<file path="src/rtl/fhc_pkg.sv">
`timescale 1ns / 1ps
package fhc_pkg;

  // Field widths
  localparam int unsigned LvlW   = 3;
  localparam int unsigned TempW  = 19;
  localparam int unsigned CalcW  = 20;
  localparam int unsigned TripW  = 18;
  localparam int unsigned DutyW  = 8;
  localparam int unsigned CfgIdxW  = 3;
  localparam int unsigned CfgDataW = 8;
  localparam int unsigned InDataW  = 24;
  localparam int unsigned OutDataW = 16;

  typedef logic [LvlW-1:0]  lvl_t;
  typedef logic [TripW-1:0] trip_mc_t;

  // Configuration register indexes
  localparam logic [CfgIdxW-1:0] CFG_POLICY_MODE    = 3'd0;
  localparam logic [CfgIdxW-1:0] CFG_FIXED_LEVEL    = 3'd1;
  localparam logic [CfgIdxW-1:0] CFG_TRIP_ONE_C     = 3'd2;
  localparam logic [CfgIdxW-1:0] CFG_TRIP_TWO_C     = 3'd3;
  localparam logic [CfgIdxW-1:0] CFG_TRIP_THREE_C   = 3'd4;
  localparam logic [CfgIdxW-1:0] CFG_TRIP_FOUR_C    = 3'd5;
  localparam logic [CfgIdxW-1:0] CFG_OVERRIDE_LEVEL = 3'd6;

  // Policy modes
  localparam logic [1:0] MODE_AUTO   = 2'd0;
  localparam logic [1:0] MODE_FIXED  = 2'd1;
  localparam logic [1:0] MODE_CUSTOM = 2'd2;

  localparam lvl_t LVL_SAFE = 3'd2;
  localparam lvl_t LVL_MAX  = 3'd4;

  // Default trips in milli-C for levels 1..4
  localparam trip_mc_t DEF_TRIP_1 = 18'd50000;
  localparam trip_mc_t DEF_TRIP_2 = 18'd60000;
  localparam trip_mc_t DEF_TRIP_3 = 18'd67500;
  localparam trip_mc_t DEF_TRIP_4 = 18'd75000;

  localparam logic [7:0] CUSTOM_MIN_C = 8'd30;
  localparam logic [7:0] CUSTOM_MAX_C = 8'd90;
  localparam logic [9:0] MILLI_PER_C  = 10'd1000;

  localparam logic signed [CalcW-1:0] HYST_MC  = 20'sd5000;
  localparam logic signed [CalcW-1:0] TEMP_MIN = -20'sd50000;
  localparam logic signed [CalcW-1:0] TEMP_MAX = 20'sd150000;

  // Resolved control settings handed to the datapath
  typedef struct packed {
    logic             ovr_active;
    lvl_t             ovr_level;
    logic             fixed_mode;
    lvl_t             fixed_level;
    trip_mc_t [3:0]   trip_mc;     // index 0 is the level 1 trip
  } cfg_t;

  function automatic logic [DutyW-1:0] duty_of(input lvl_t lvl);
    logic [DutyW-1:0] d;
    unique case (lvl)
      3'd0:    d = 8'd0;
      3'd1:    d = 8'd75;
      3'd2:    d = 8'd125;
      3'd3:    d = 8'd175;
      3'd4:    d = 8'd250;
      default: d = 8'd0;
    endcase
    return d;
  endfunction

endpackage

</file>
<file path="src/rtl/fhc_cfg.sv">
`timescale 1ns / 1ps
module fhc_cfg import fhc_pkg::*; (
  input  logic                clk_i,
  input  logic                rst_ni,
  input  logic                cfg_we_i,
  input  logic [CfgIdxW-1:0]  cfg_idx_i,
  input  logic [CfgDataW-1:0] cfg_data_i,
  output cfg_t                cfg_o
);

  logic [1:0] mode_q;
  lvl_t       fixed_q;
  logic [7:0] trip1_q, trip2_q, trip3_q, trip4_q;
  logic [3:0] ovr_q;
  logic       custom;

  always_ff @(posedge clk_i or negedge rst_ni) begin
    if (!rst_ni) begin
      mode_q  <= MODE_AUTO;
      fixed_q <= LVL_SAFE;
      trip1_q <= 8'd50;
      trip2_q <= 8'd60;
      trip3_q <= 8'd68;
      trip4_q <= 8'd75;
      ovr_q   <= 4'hF;
    end else if (cfg_we_i) begin
      unique case (cfg_idx_i)
        CFG_POLICY_MODE:    mode_q  <= cfg_data_i[1:0];
        CFG_FIXED_LEVEL:    fixed_q <= cfg_data_i[LvlW-1:0];
        CFG_TRIP_ONE_C:     trip1_q <= cfg_data_i;
        CFG_TRIP_TWO_C:     trip2_q <= cfg_data_i;
        CFG_TRIP_THREE_C:   trip3_q <= cfg_data_i;
        CFG_TRIP_FOUR_C:    trip4_q <= cfg_data_i;
        CFG_OVERRIDE_LEVEL: ovr_q   <= cfg_data_i[3:0];
        default: ;
      endcase
    end
  end

  // Custom trips count only when sane and strictly ascending
  assign custom = (mode_q == MODE_CUSTOM) && (trip1_q >= CUSTOM_MIN_C) &&
                  (trip4_q <= CUSTOM_MAX_C) && (trip1_q < trip2_q) &&
                  (trip2_q < trip3_q) && (trip3_q < trip4_q);

  always_comb begin
    cfg_o.ovr_active  = (ovr_q <= 4'(LVL_MAX));
    cfg_o.ovr_level   = ovr_q[LvlW-1:0];
    cfg_o.fixed_mode  = (mode_q == MODE_FIXED);
    cfg_o.fixed_level = (fixed_q > LVL_MAX) ? LVL_SAFE : fixed_q;
    if (custom) begin
      cfg_o.trip_mc[0] = TripW'(trip1_q) * TripW'(MILLI_PER_C);
      cfg_o.trip_mc[1] = TripW'(trip2_q) * TripW'(MILLI_PER_C);
      cfg_o.trip_mc[2] = TripW'(trip3_q) * TripW'(MILLI_PER_C);
      cfg_o.trip_mc[3] = TripW'(trip4_q) * TripW'(MILLI_PER_C);
    end else begin
      cfg_o.trip_mc[0] = DEF_TRIP_1;
      cfg_o.trip_mc[1] = DEF_TRIP_2;
      cfg_o.trip_mc[2] = DEF_TRIP_3;
      cfg_o.trip_mc[3] = DEF_TRIP_4;
    end
  end

endmodule

</file>
<file path="src/rtl/fhc_ctrl.sv">
`timescale 1ns / 1ps
module fhc_ctrl import fhc_pkg::*; (
  input  logic                clk_i,
  input  logic                rst_ni,
  input  cfg_t                cfg_i,
  input  logic                in_valid_i,
  output logic                in_ready_o,
  input  logic                transport_ready_i,
  input  logic                temp_valid_i,
  input  logic [TempW-1:0]    temp_milli_c_i,
  input  logic                command_accepted_i,
  output logic                out_valid_o,
  input  logic                out_ready_i,
  output logic                command_valid_o,
  output lvl_t                command_level_o,
  output lvl_t                level_now_o,
  output logic                level_known_o,
  output logic [DutyW-1:0]    duty_o
);

  logic             in_vld_q;
  logic             rdy_q, tval_q, acc_q;
  logic [TempW-1:0] temp_q;
  logic             out_vld_q;
  logic             cv_q, known_q;
  lvl_t             cl_q, now_q;
  logic [DutyW-1:0] duty_q;

  lvl_t             cur_q, cur_d;
  logic             kn_q, kn_d;

  logic             advance;
  logic             issue;
  lvl_t             cmd, target, loop_tgt;
  logic signed [CalcW-1:0] t_ext, t_sat, cur_trip, hyst_thr;
  logic [3:0]       ge;

  // Result stage frees up when empty or when its beat is taken
  assign advance    = !out_vld_q || out_ready_i;
  assign in_ready_o = !in_vld_q || advance;

  always_ff @(posedge clk_i or negedge rst_ni) begin
    if (!rst_ni) begin
      in_vld_q <= 1'b0;
    end else if (in_ready_o) begin
      in_vld_q <= in_valid_i;
    end
  end

  always_ff @(posedge clk_i) begin
    if (in_ready_o && in_valid_i) begin
      rdy_q  <= transport_ready_i;
      tval_q <= temp_valid_i;
      temp_q <= temp_milli_c_i;
      acc_q  <= command_accepted_i;
    end
  end

  // Saturate and compare against the four trips
  always_comb begin
    t_ext = CalcW'(signed'(temp_q));
    if (t_ext < TEMP_MIN) begin
      t_sat = TEMP_MIN;
    end else if (t_ext > TEMP_MAX) begin
      t_sat = TEMP_MAX;
    end else begin
      t_sat = t_ext;
    end
    for (int i = 0; i < 4; i++) begin
      ge[i] = t_sat >= $signed({2'b00, cfg_i.trip_mc[i]});
    end
  end

  always_comb begin
    priority if (ge[3]) target = 3'd4;
    else if (ge[2])     target = 3'd3;
    else if (ge[1])     target = 3'd2;
    else if (ge[0])     target = 3'd1;
    else                target = 3'd0;
  end

  always_comb begin
    unique case (cur_q)
      3'd1:    cur_trip = $signed({2'b00, cfg_i.trip_mc[0]});
      3'd2:    cur_trip = $signed({2'b00, cfg_i.trip_mc[1]});
      3'd3:    cur_trip = $signed({2'b00, cfg_i.trip_mc[2]});
      default: cur_trip = $signed({2'b00, cfg_i.trip_mc[3]});
    endcase
    hyst_thr = cur_trip - HYST_MC;
  end

  // Step down one level only below the hysteresis band
  always_comb begin
    loop_tgt = target;
    if (kn_q && (target < cur_q)) begin
      loop_tgt = (t_sat >= hyst_thr) ? cur_q : cur_q - 3'd1;
    end
  end

  always_comb begin
    issue = 1'b0;
    cmd   = '0;
    if (rdy_q) begin
      priority if (cfg_i.ovr_active) begin
        issue = !kn_q || (cur_q != cfg_i.ovr_level);
        cmd   = cfg_i.ovr_level;
      end else if (cfg_i.fixed_mode) begin
        issue = !kn_q || (cur_q != cfg_i.fixed_level);
        cmd   = cfg_i.fixed_level;
      end else if (!tval_q) begin
        issue = !kn_q || (cur_q < LVL_SAFE);
        cmd   = LVL_SAFE;
      end else begin
        issue = !kn_q || (loop_tgt != cur_q);
        cmd   = loop_tgt;
      end
    end
    if (!issue) begin
      cmd = '0;
    end
  end

  always_comb begin
    cur_d = cur_q;
    kn_d  = kn_q;
    if (in_vld_q && advance && issue && acc_q) begin
      cur_d = cmd;
      kn_d  = 1'b1;
    end
  end

  always_ff @(posedge clk_i or negedge rst_ni) begin
    if (!rst_ni) begin
      cur_q     <= '0;
      kn_q      <= 1'b0;
      out_vld_q <= 1'b0;
    end else begin
      cur_q <= cur_d;
      kn_q  <= kn_d;
      if (advance) begin
        out_vld_q <= in_vld_q;
      end
    end
  end

  always_ff @(posedge clk_i) begin
    if (advance && in_vld_q) begin
      cv_q    <= issue;
      cl_q    <= cmd;
      now_q   <= kn_d ? cur_d : '0;
      known_q <= kn_d;
      duty_q  <= kn_d ? duty_of(cur_d) : '0;
    end
  end

  assign out_valid_o     = out_vld_q;
  assign command_valid_o = cv_q;
  assign command_level_o = cl_q;
  assign level_now_o     = now_q;
  assign level_known_o   = known_q;
  assign duty_o          = duty_q;

endmodule

</file>
<file path="src/rtl/fan_level_hysteresis_control_top.sv">
`timescale 1ns / 1ps
// Fan level controller with thermal trips and hysteresis.
// An accepted beat passes an input then an output register; the level state feeds back
// through one register. Throughput: one beat per cycle unless the output stalls.
// Reset: async active low; clears the level state, the pipeline valids and sets
// the configuration registers to their defaults.
module fan_level_hysteresis_control_top import fhc_pkg::*; (
  input  logic                clk_i,
  input  logic                rst_ni,
  input  logic                cfg_we_i,
  input  logic [CfgIdxW-1:0]  cfg_idx_i,
  input  logic [CfgDataW-1:0] cfg_data_i,
  input  logic                s_axis_tvalid,
  output logic                s_axis_tready,
  // [0] transport_ready, [1] temp_valid, [20:2] temp_milli_c, [21] command_accepted
  input  logic [InDataW-1:0]  s_axis_tdata,
  output logic                m_axis_tvalid,
  input  logic                m_axis_tready,
  // [0] command_valid, [3:1] command_level, [6:4] level_now, [7] level_known,
  // [15:8] duty_out_of_255
  output logic [OutDataW-1:0] m_axis_tdata
);

  cfg_t             cfg;
  logic             cmd_valid, known;
  lvl_t             cmd_level, lvl_now;
  logic [DutyW-1:0] duty;

  fhc_cfg u_cfg (
    .clk_i      (clk_i),
    .rst_ni     (rst_ni),
    .cfg_we_i   (cfg_we_i),
    .cfg_idx_i  (cfg_idx_i),
    .cfg_data_i (cfg_data_i),
    .cfg_o      (cfg)
  );

  fhc_ctrl u_ctrl (
    .clk_i              (clk_i),
    .rst_ni             (rst_ni),
    .cfg_i              (cfg),
    .in_valid_i         (s_axis_tvalid),
    .in_ready_o         (s_axis_tready),
    .transport_ready_i  (s_axis_tdata[0]),
    .temp_valid_i       (s_axis_tdata[1]),
    .temp_milli_c_i     (s_axis_tdata[20:2]),
    .command_accepted_i (s_axis_tdata[21]),
    .out_valid_o        (m_axis_tvalid),
    .out_ready_i        (m_axis_tready),
    .command_valid_o    (cmd_valid),
    .command_level_o    (cmd_level),
    .level_now_o        (lvl_now),
    .level_known_o      (known),
    .duty_o             (duty)
  );

  assign m_axis_tdata = {duty, known, lvl_now, cmd_level, cmd_valid};

endmodule

</file>
<file path="config.mk">
export PLATFORM = sky130hd
export DESIGN_NAME = fan_level_hysteresis_control_top
export DESIGN_NICKNAME = d
export VERILOG_FILES = /design/src/rtl/fhc_pkg.sv /design/src/rtl/fhc_cfg.sv /design/src/rtl/fhc_ctrl.sv /design/src/rtl/fan_level_hysteresis_control_top.sv
export SDC_FILE = /design/constraint.sdc
export NUM_CORES = 1
export LEC_CHECK = 0
export ABC_AREA = 1
export BUFFER_PORTS_ARGS = -buffer_cell sky130_fd_sc_hd__buf_2
export CAP_MARGIN = 40
export CORE_MARGIN = 2
export CORE_UTILIZATION = 63
export DETAILED_ROUTE_END_ITERATION = 10
export MAX_ROUTING_LAYER = met4
export PLACE_DENSITY = 0.85
export REMOVE_ABC_BUFFERS = 1
export SLEW_MARGIN = 25
export SYNTH_ARGS = -nofsm -noshare
export SYNTH_HDL_FRONTEND = slang
export SYNTH_SLANG_ARGS = --single-unit
</file>
<file path="constraint.sdc">
create_clock -name clk_i -period 9.6 [get_ports clk_i]
set_input_delay 1.44 -clock clk_i [delete_from_list [all_inputs] [get_ports clk_i]]
set_output_delay 1.44 -clock clk_i [all_outputs]
set_load 0.01 [all_outputs]
</file>
==> metrics.cfg, run 1 <==
[placement]
detailedPlace.worstSlack_ns = 0.832
numPortBuffers = 55
globalplace.congestion = 1.07
hpwl_mm = 26.1

[timing]
fin_crit_ns = 8.56
setup_ws_ns = 1.04
rsz0062_at_grt = no
period_share_pct = 89.2
fin_tns_setup_ns = 0
finClkSkew_ns = 0.0143
worst_slew_pin_slew_ns = 0.846
finalSetupViolCount = 0
slew_violations = 0
fmax_mhz = 117
hold_viol_final = 0
relSlewSlack_pct = 43.4

[logic_synthesis]
synth_area_sq_mm = 0.0126
synth_edf_count = 38
ys_types = 51
syn_area_per_cell_sq_um = 8.06
synth-seq-cells = 85
ys_async_sr_fraction_pct = 55.3
yosysWarnings = 0
syn_inst = 1569
synth.yosys.seq_area_share_pct = 18.5
synthFlopType = edfxtp_1

[critical_path]
crit_top_cell = nand2_1
cp.required_ns = 9.71
crit_slowest_cell = dfrtp_1
start_kind = flip-flop
critPathMaxStageDelay_ns = 0.65
cp.arrival_ns = 8.67
cp_max_fo = 9
critical_path_class = reg2reg
endpoint_kind = flip-flop

[status]
status = completed

[run]
max_cap_violations = 0

[routing]
wl_per_cell_um = 16.9
avgViaCountPerCell = 5.71
drc = 0
routed_wl_mm = 32.0
first_pass_iters = 5
drt_iter0_markers = 751
postRouteAntennaNets = 0
vias = 10800

[cells_and_area]
nFillCells = 1572
final_cell_mix = inv_1 (285), nand2_1 (282), ha_1 (261)
nNetsFinal = 2006
final_common_cell = inv_1
num_antenna_cells = 0
drive_above_1_share_pct = 9.24
syn2layout_area_growth_pct = 6.74

[clock_network]
cts_tree = yes
cts.reportedPaths.clkPinSlew_ns = 0.07
clock_latency_ns = 0.36
cts_buffers = 9
clkSinkCount = 85
cts_resized = 0
clockBufferDepth = 2
post-cts-setup-buffers = 0
htree_levels = 3
hold_buffers = 0
cts-root-buf = clkbuf_16

[grt]
grt_overflow_total = 0
track_usage_pct = 32.1
antenna_found_initial = 0
grt_pass1_wl_mm = 52.9
grt_max_degree = 48
grt_pass1_vias = 11100

[floorplanning]
fp.dieH_um = 146
core-area_sq_mm = 0.0196
die_area_sq_mm = 0.0212
die_w_um = 146
start_util_pct = 64.5
rows = 51
pin_count = 58

[power]
powerDensity_mw_per_mm2 = 349
ir_drop_v = 0.000331
leakage_nw = 7.18

[worst_hold_path]
hold_path_class = reg2reg

through the flow:
| step | hold slack [ns] | instances | cell area [sq um] | util, % | power [mW] |
|---|---|---|---|---|---|
| 2_1_floorplan | 0.453 | 1545 | 12500 | - | 3.44 |
| 3_3_place_gp | 0.476 | 1870 | 13200 | 67.2 | 4.10 |
| 3_5_place_dp | 0.490 | 1871 | 13200 | 67.2 | 4.28 |
| 4_1_cts | 0.501 | 1887 | 13500 | 68.8 | 4.69 |
| 5_1_grt | 0.539 | 1889 | 13500 | 68.9 | 5.31 |
| 6_report | 0.497 | 1889 | 13500 | 68.9 | 4.70 |
per-layer routing:
| metal | track usage, % | vias up | wire [um] |
|---|---|---|---|
| met4 | 15.0 | 0 | 1520 |
| li1 | - | 5225 | - |
| met1 | 39.6 | 5073 | 13400 |
| met3 | 5.52 | 97 | 2370 |
| met5 | - | - | 0 |
| met2 | 51.9 | 388 | 14700 |
path summary, 6_finish.rpt:
kind | startpoint | to | slack, ns | cells after the start
max in group asynchronous | rst_ni | u_cfg.trip4_q[4] | 7.98 | 2
setup / recovery | u_cfg.trip2_q[1] | u_ctrl.duty_o[3] | 1.04 | 51
hold / removal | u_cfg.ovr_q[3] | u_cfg.ovr_q[3] | 0.50 | 2
setup reg to reg | u_cfg.trip2_q[1] | u_ctrl.duty_o[3] | 1.04 | 51
hold reg to reg | u_cfg.ovr_q[3] | u_cfg.ovr_q[3] | 0.50 | 2
min in group asynchronous | rst_ni | u_ctrl.cur_q[1] | 1.16 | 2
critical path: cells and delay by family, from the launching register on:
family | cells | cell delay, ns
simple gates | 28 | 2.87
fa+ha+maj | 6 | 2.48
compound gates | 10 | 1.75
flops | 1 | 0.65
buf+inv | 6 | 0.37
xor+xnor | 1 | 0.17
report_power, final:
part	leakage (nW)	internal, mW	switching [mW]
registers	0.915	0.475	0.120
logic	6.12	1.50	2.25
clock network	0.148	0.185	0.176
registers in the layout, indices dropped and copies added, names as in the netlist, 3 cells and up:
signal and count:
u_cfg.trip2_q 8, u_ctrl.temp_q 19, u_ctrl.command_level_o 3, u_cfg.fixed_q 3, u_cfg.trip4_q 8, u_cfg.trip1_q 8, u_ctrl.cur_q 3, u_ctrl.duty_o 8
u_ctrl.level_now_o 3, u_cfg.ovr_q 4, u_cfg.trip3_q 8
cell families after synthesis:
| logic type | synth area share [%] |
|---|---|
| buffers and inverters | 9.64 |
| DFF | 18.5 |
| and+or+nand+nor | 19.2 |
| AOI/OAI and AO/OA | 9.96 |
| xor gates and xnor gates | 3.26 |
| adders and majority gates | 39.4 |
Yosys cell counts (6+ instances only):
cell type / number / area [sq um]
nand3b_1: 6 / 45.0
ha_1: 261 / 3270
o21bai_1: 7 / 52.6
edfxtp_1: 38 / 1140
xnor2_1: 18 / 158
o21ai_0: 86 / 430
dfstp_2: 18 / 473
nor3_1: 9 / 45.0
nor2_1: 102 / 383
or2_2: 14 / 87.6
nor4_1: 6 / 37.5
a21oi_1: 92 / 460
dfrtp_1: 29 / 726
inv_2: 8 / 30.0
clkbuf_1: 14 / 52.6
o21ai_1: 9 / 45.0
nand2_1: 282 / 1060
nand2_2: 11 / 68.8
xor2_1: 29 / 254
nand4_1: 24 / 150
fa_1: 86 / 1720
o22ai_1: 13 / 81.3
nand3_1: 63 / 315
inv_1: 285 / 1070
area by class of cell:
class	instances	area, sq um	area share (%)
clock buffer	9	225	1.67
clock inverter	7	76.3	0.566
timing repair buffer	63	338	2.50
tap	265	332	2.46
inverter	293	1100	8.15
sequential	85	2340	17.3
multi-input combinational	1167	9080	67.3
(Power assumes the default switching activity.)
==> run 2: changes to the inputs <==
--- a/config.mk
+++ b/config.mk
@@ -8,8 +8,10 @@
 export ABC_AREA = 1
 export BUFFER_PORTS_ARGS = -buffer_cell sky130_fd_sc_hd__buf_2
 export CAP_MARGIN = 40
+export CORE_ASPECT_RATIO = 1.4
 export CORE_MARGIN = 2
 export CORE_UTILIZATION = 63
+export CTS_CLUSTER_SIZE = 40
 export DETAILED_ROUTE_END_ITERATION = 10
 export MAX_ROUTING_LAYER = met4
 export PLACE_DENSITY = 0.85
==> run 2 against run 1 <==
Against the previous run:
- fmax fell by 1.4%
- critical path type unchanged
- final cell count is 0.64% lower
- worst setup slack got worse by 0.12 ns
- hold slack better by 0.0056 ns
- largest power group unchanged
- die area is essentially flat
- combinational power is 2% higher
- final area is 0.10% higher
- power increased by 2.1%
- clock power increased by 8.6%
- highest routed layer unchanged
- sequential power barely moved
- count of clock-buffer cells in the layout stayed put
==> metrics.cfg, run 2 (synthesis results as in run 1) <==
[power]
p_sw_mw = 2.59
swShare_pct = 54.0
clkPwrFrac_pct = 8.2
pwr-share-comb_pct = 79.5
powerDensity_mw_per_mm2 = 355
seq_power_share_pct = 12.3
intPower_mw = 2.21
ir_drop_v = 0.000232
leakage_nw = 7.19
power_mw = 4.80

[floorplanning]
start_util_pct = 64.0
pin_count = 58
die_w_um = 124
core-area_sq_mm = 0.0198
die_area_sq_mm = 0.0212
fp.dieH_um = 172
rows = 61

[grt]
grt_pass1_wl_mm = 54.7
grt_max_degree = 48
grt_overflow_total = 0
antenna_found_initial = 0
grt_pass1_vias = 11200
track_usage_pct = 34.8

[routing]
vias = 10700
wl_per_cell_um = 17.7
routed_wl_mm = 33.3
drt_iter0_markers = 502
wl_met1_mm = 12.7
wl_met2_mm = 17.1
first_pass_iters = 5
dr.max_layer_used = met4
drc = 0
avgViaCountPerCell = 5.73
met3WireLength_mm = 1.52
postRouteAntennaNets = 0

[timing]
setup_ws_ns = 0.920
rsz0062_at_grt = no
hold_viol_final = 0
fin_crit_ns = 8.68
relSlewSlack_pct = 49.4
finalSetupViolCount = 0
period_share_pct = 90.4
finClkSkew_ns = 0.0110
slew_violations = 0
fmax_mhz = 115
worst_slew_pin_slew_ns = 0.756
fin_tns_setup_ns = 0

[clock_network]
cts_tree = yes
cts_buffers = 9
cts-root-buf = clkbuf_16
post-cts-setup-buffers = 0
clkSinkCount = 85
clockBufferDepth = 2
cts.reportedPaths.clkPinSlew_ns = 0.07
clock_latency_ns = 0.37
cts_resized = 0
htree_levels = 3
hold_buffers = 0

[cells_and_area]
final_cell_mix = inv_1 (285), nand2_1 (282), ha_1 (261)
final_common_cell = inv_1
seq_area_sq_mm = 0.00234
drive_above_1_share_pct = 9.29
num_antenna_cells = 0
multi_input_area_sq_mm = 0.00908
final_util_pct = 68.3
nNetsFinal = 2007
largest_reg_flops = 19
nFillCells = 1605
design_area_sq_mm = 0.0135
syn2layout_area_growth_pct = 6.85
largest_register = u_ctrl.temp_q

[placement]
numPortBuffers = 55
post_dp_cell_area_sq_mm = 0.0132
detailedPlace.worstSlack_ns = 0.863
globalplace.congestion = 1.01
hpwl_mm = 27.4

[critical_path]
crit_slowest_cell = dfstp_2
critPathMaxStageDelay_ns = 0.68
endpoint_kind = flip-flop
start_kind = flip-flop
critical_path_class = reg2reg
cp.arrival_ns = 8.81
cp_max_fo = 8
crit_top_cell = nand2_1
cp.required_ns = 9.73

[run]
max_cap_violations = 0

[status]
status = completed

[worst_hold_path]
hold_path_class = reg2reg

-- run 2: cell count changes in the layout (fill, tap and decap cells not counted), sizes merged --
cell	before	now
inv	296	294
clkinv	4	2
clkinvlp	0	2
bufinv	0	2
clkbuf	9	10
-- run 2: path summary, 6_finish.rpt --
check,cells after the start,to,slack [ns],start
min reg2reg,2,u_cfg.ovr_q[3],0.50,u_cfg.ovr_q[3]
max reg2reg,52,u_ctrl.duty_o[6],0.92,u_cfg.trip2_q[2]
min in group asynchronous,2,u_ctrl.in_vld_q,1.21,rst_ni
max in group asynchronous,2,u_cfg.trip1_q[6],7.93,rst_ni
min,2,u_cfg.ovr_q[3],0.50,u_cfg.ovr_q[3]
max,52,u_ctrl.duty_o[6],0.92,u_cfg.trip2_q[2]
-- run 2: final cells by class --
class | count | share of cell area [%]
tap | 252 | 2.33
clock buffer | 9 | 1.67
clock inverter | 7 | 0.732
timing repair buffer | 64 | 2.56
inverter | 293 | 8.14
sequential | 85 | 17.3
multi-input combinational | 1167 | 67.2
-- run 2: layer usage --
layer  up-vias  global-route usage, %
met4         0                   19.2
met2       336                   60.4
met1      5083                   38.2
met5         -                      -
li1       5222                      -
met3       106                   4.34
-- run 2: power groups by stage --
stage | Combinational, mW | Clock, mW | Sequential (mW)
floorplan | 2.87 | 0 | 0.570
global placement | 3.60 | 0 | 0.591
detailed placement | 3.75 | 0 | 0.594
CTS | 3.80 | 0.395 | 0.590
global route | 4.38 | 0.408 | 0.604
finish | 3.82 | 0.392 | 0.592
-- run 2: critical path, delay by kind of cell, from the launching register on --
family | cells | cell delay [ns]
xor+xnor | 1 | 0.18
flops | 1 | 0.68
simple gates | 29 | 3.10
compound gates | 9 | 1.52
buf+inv | 7 | 0.46
fa+ha+maj | 6 | 2.47
-- run 2: stage by stage --
step / hold WS [ns] / std cells
floorplan: 0.453 / 1545
global placement: 0.468 / 1858
global route: 0.521 / 1877
CTS: 0.501 / 1875
finish: 0.503 / 1877
detailed placement: 0.484 / 1859
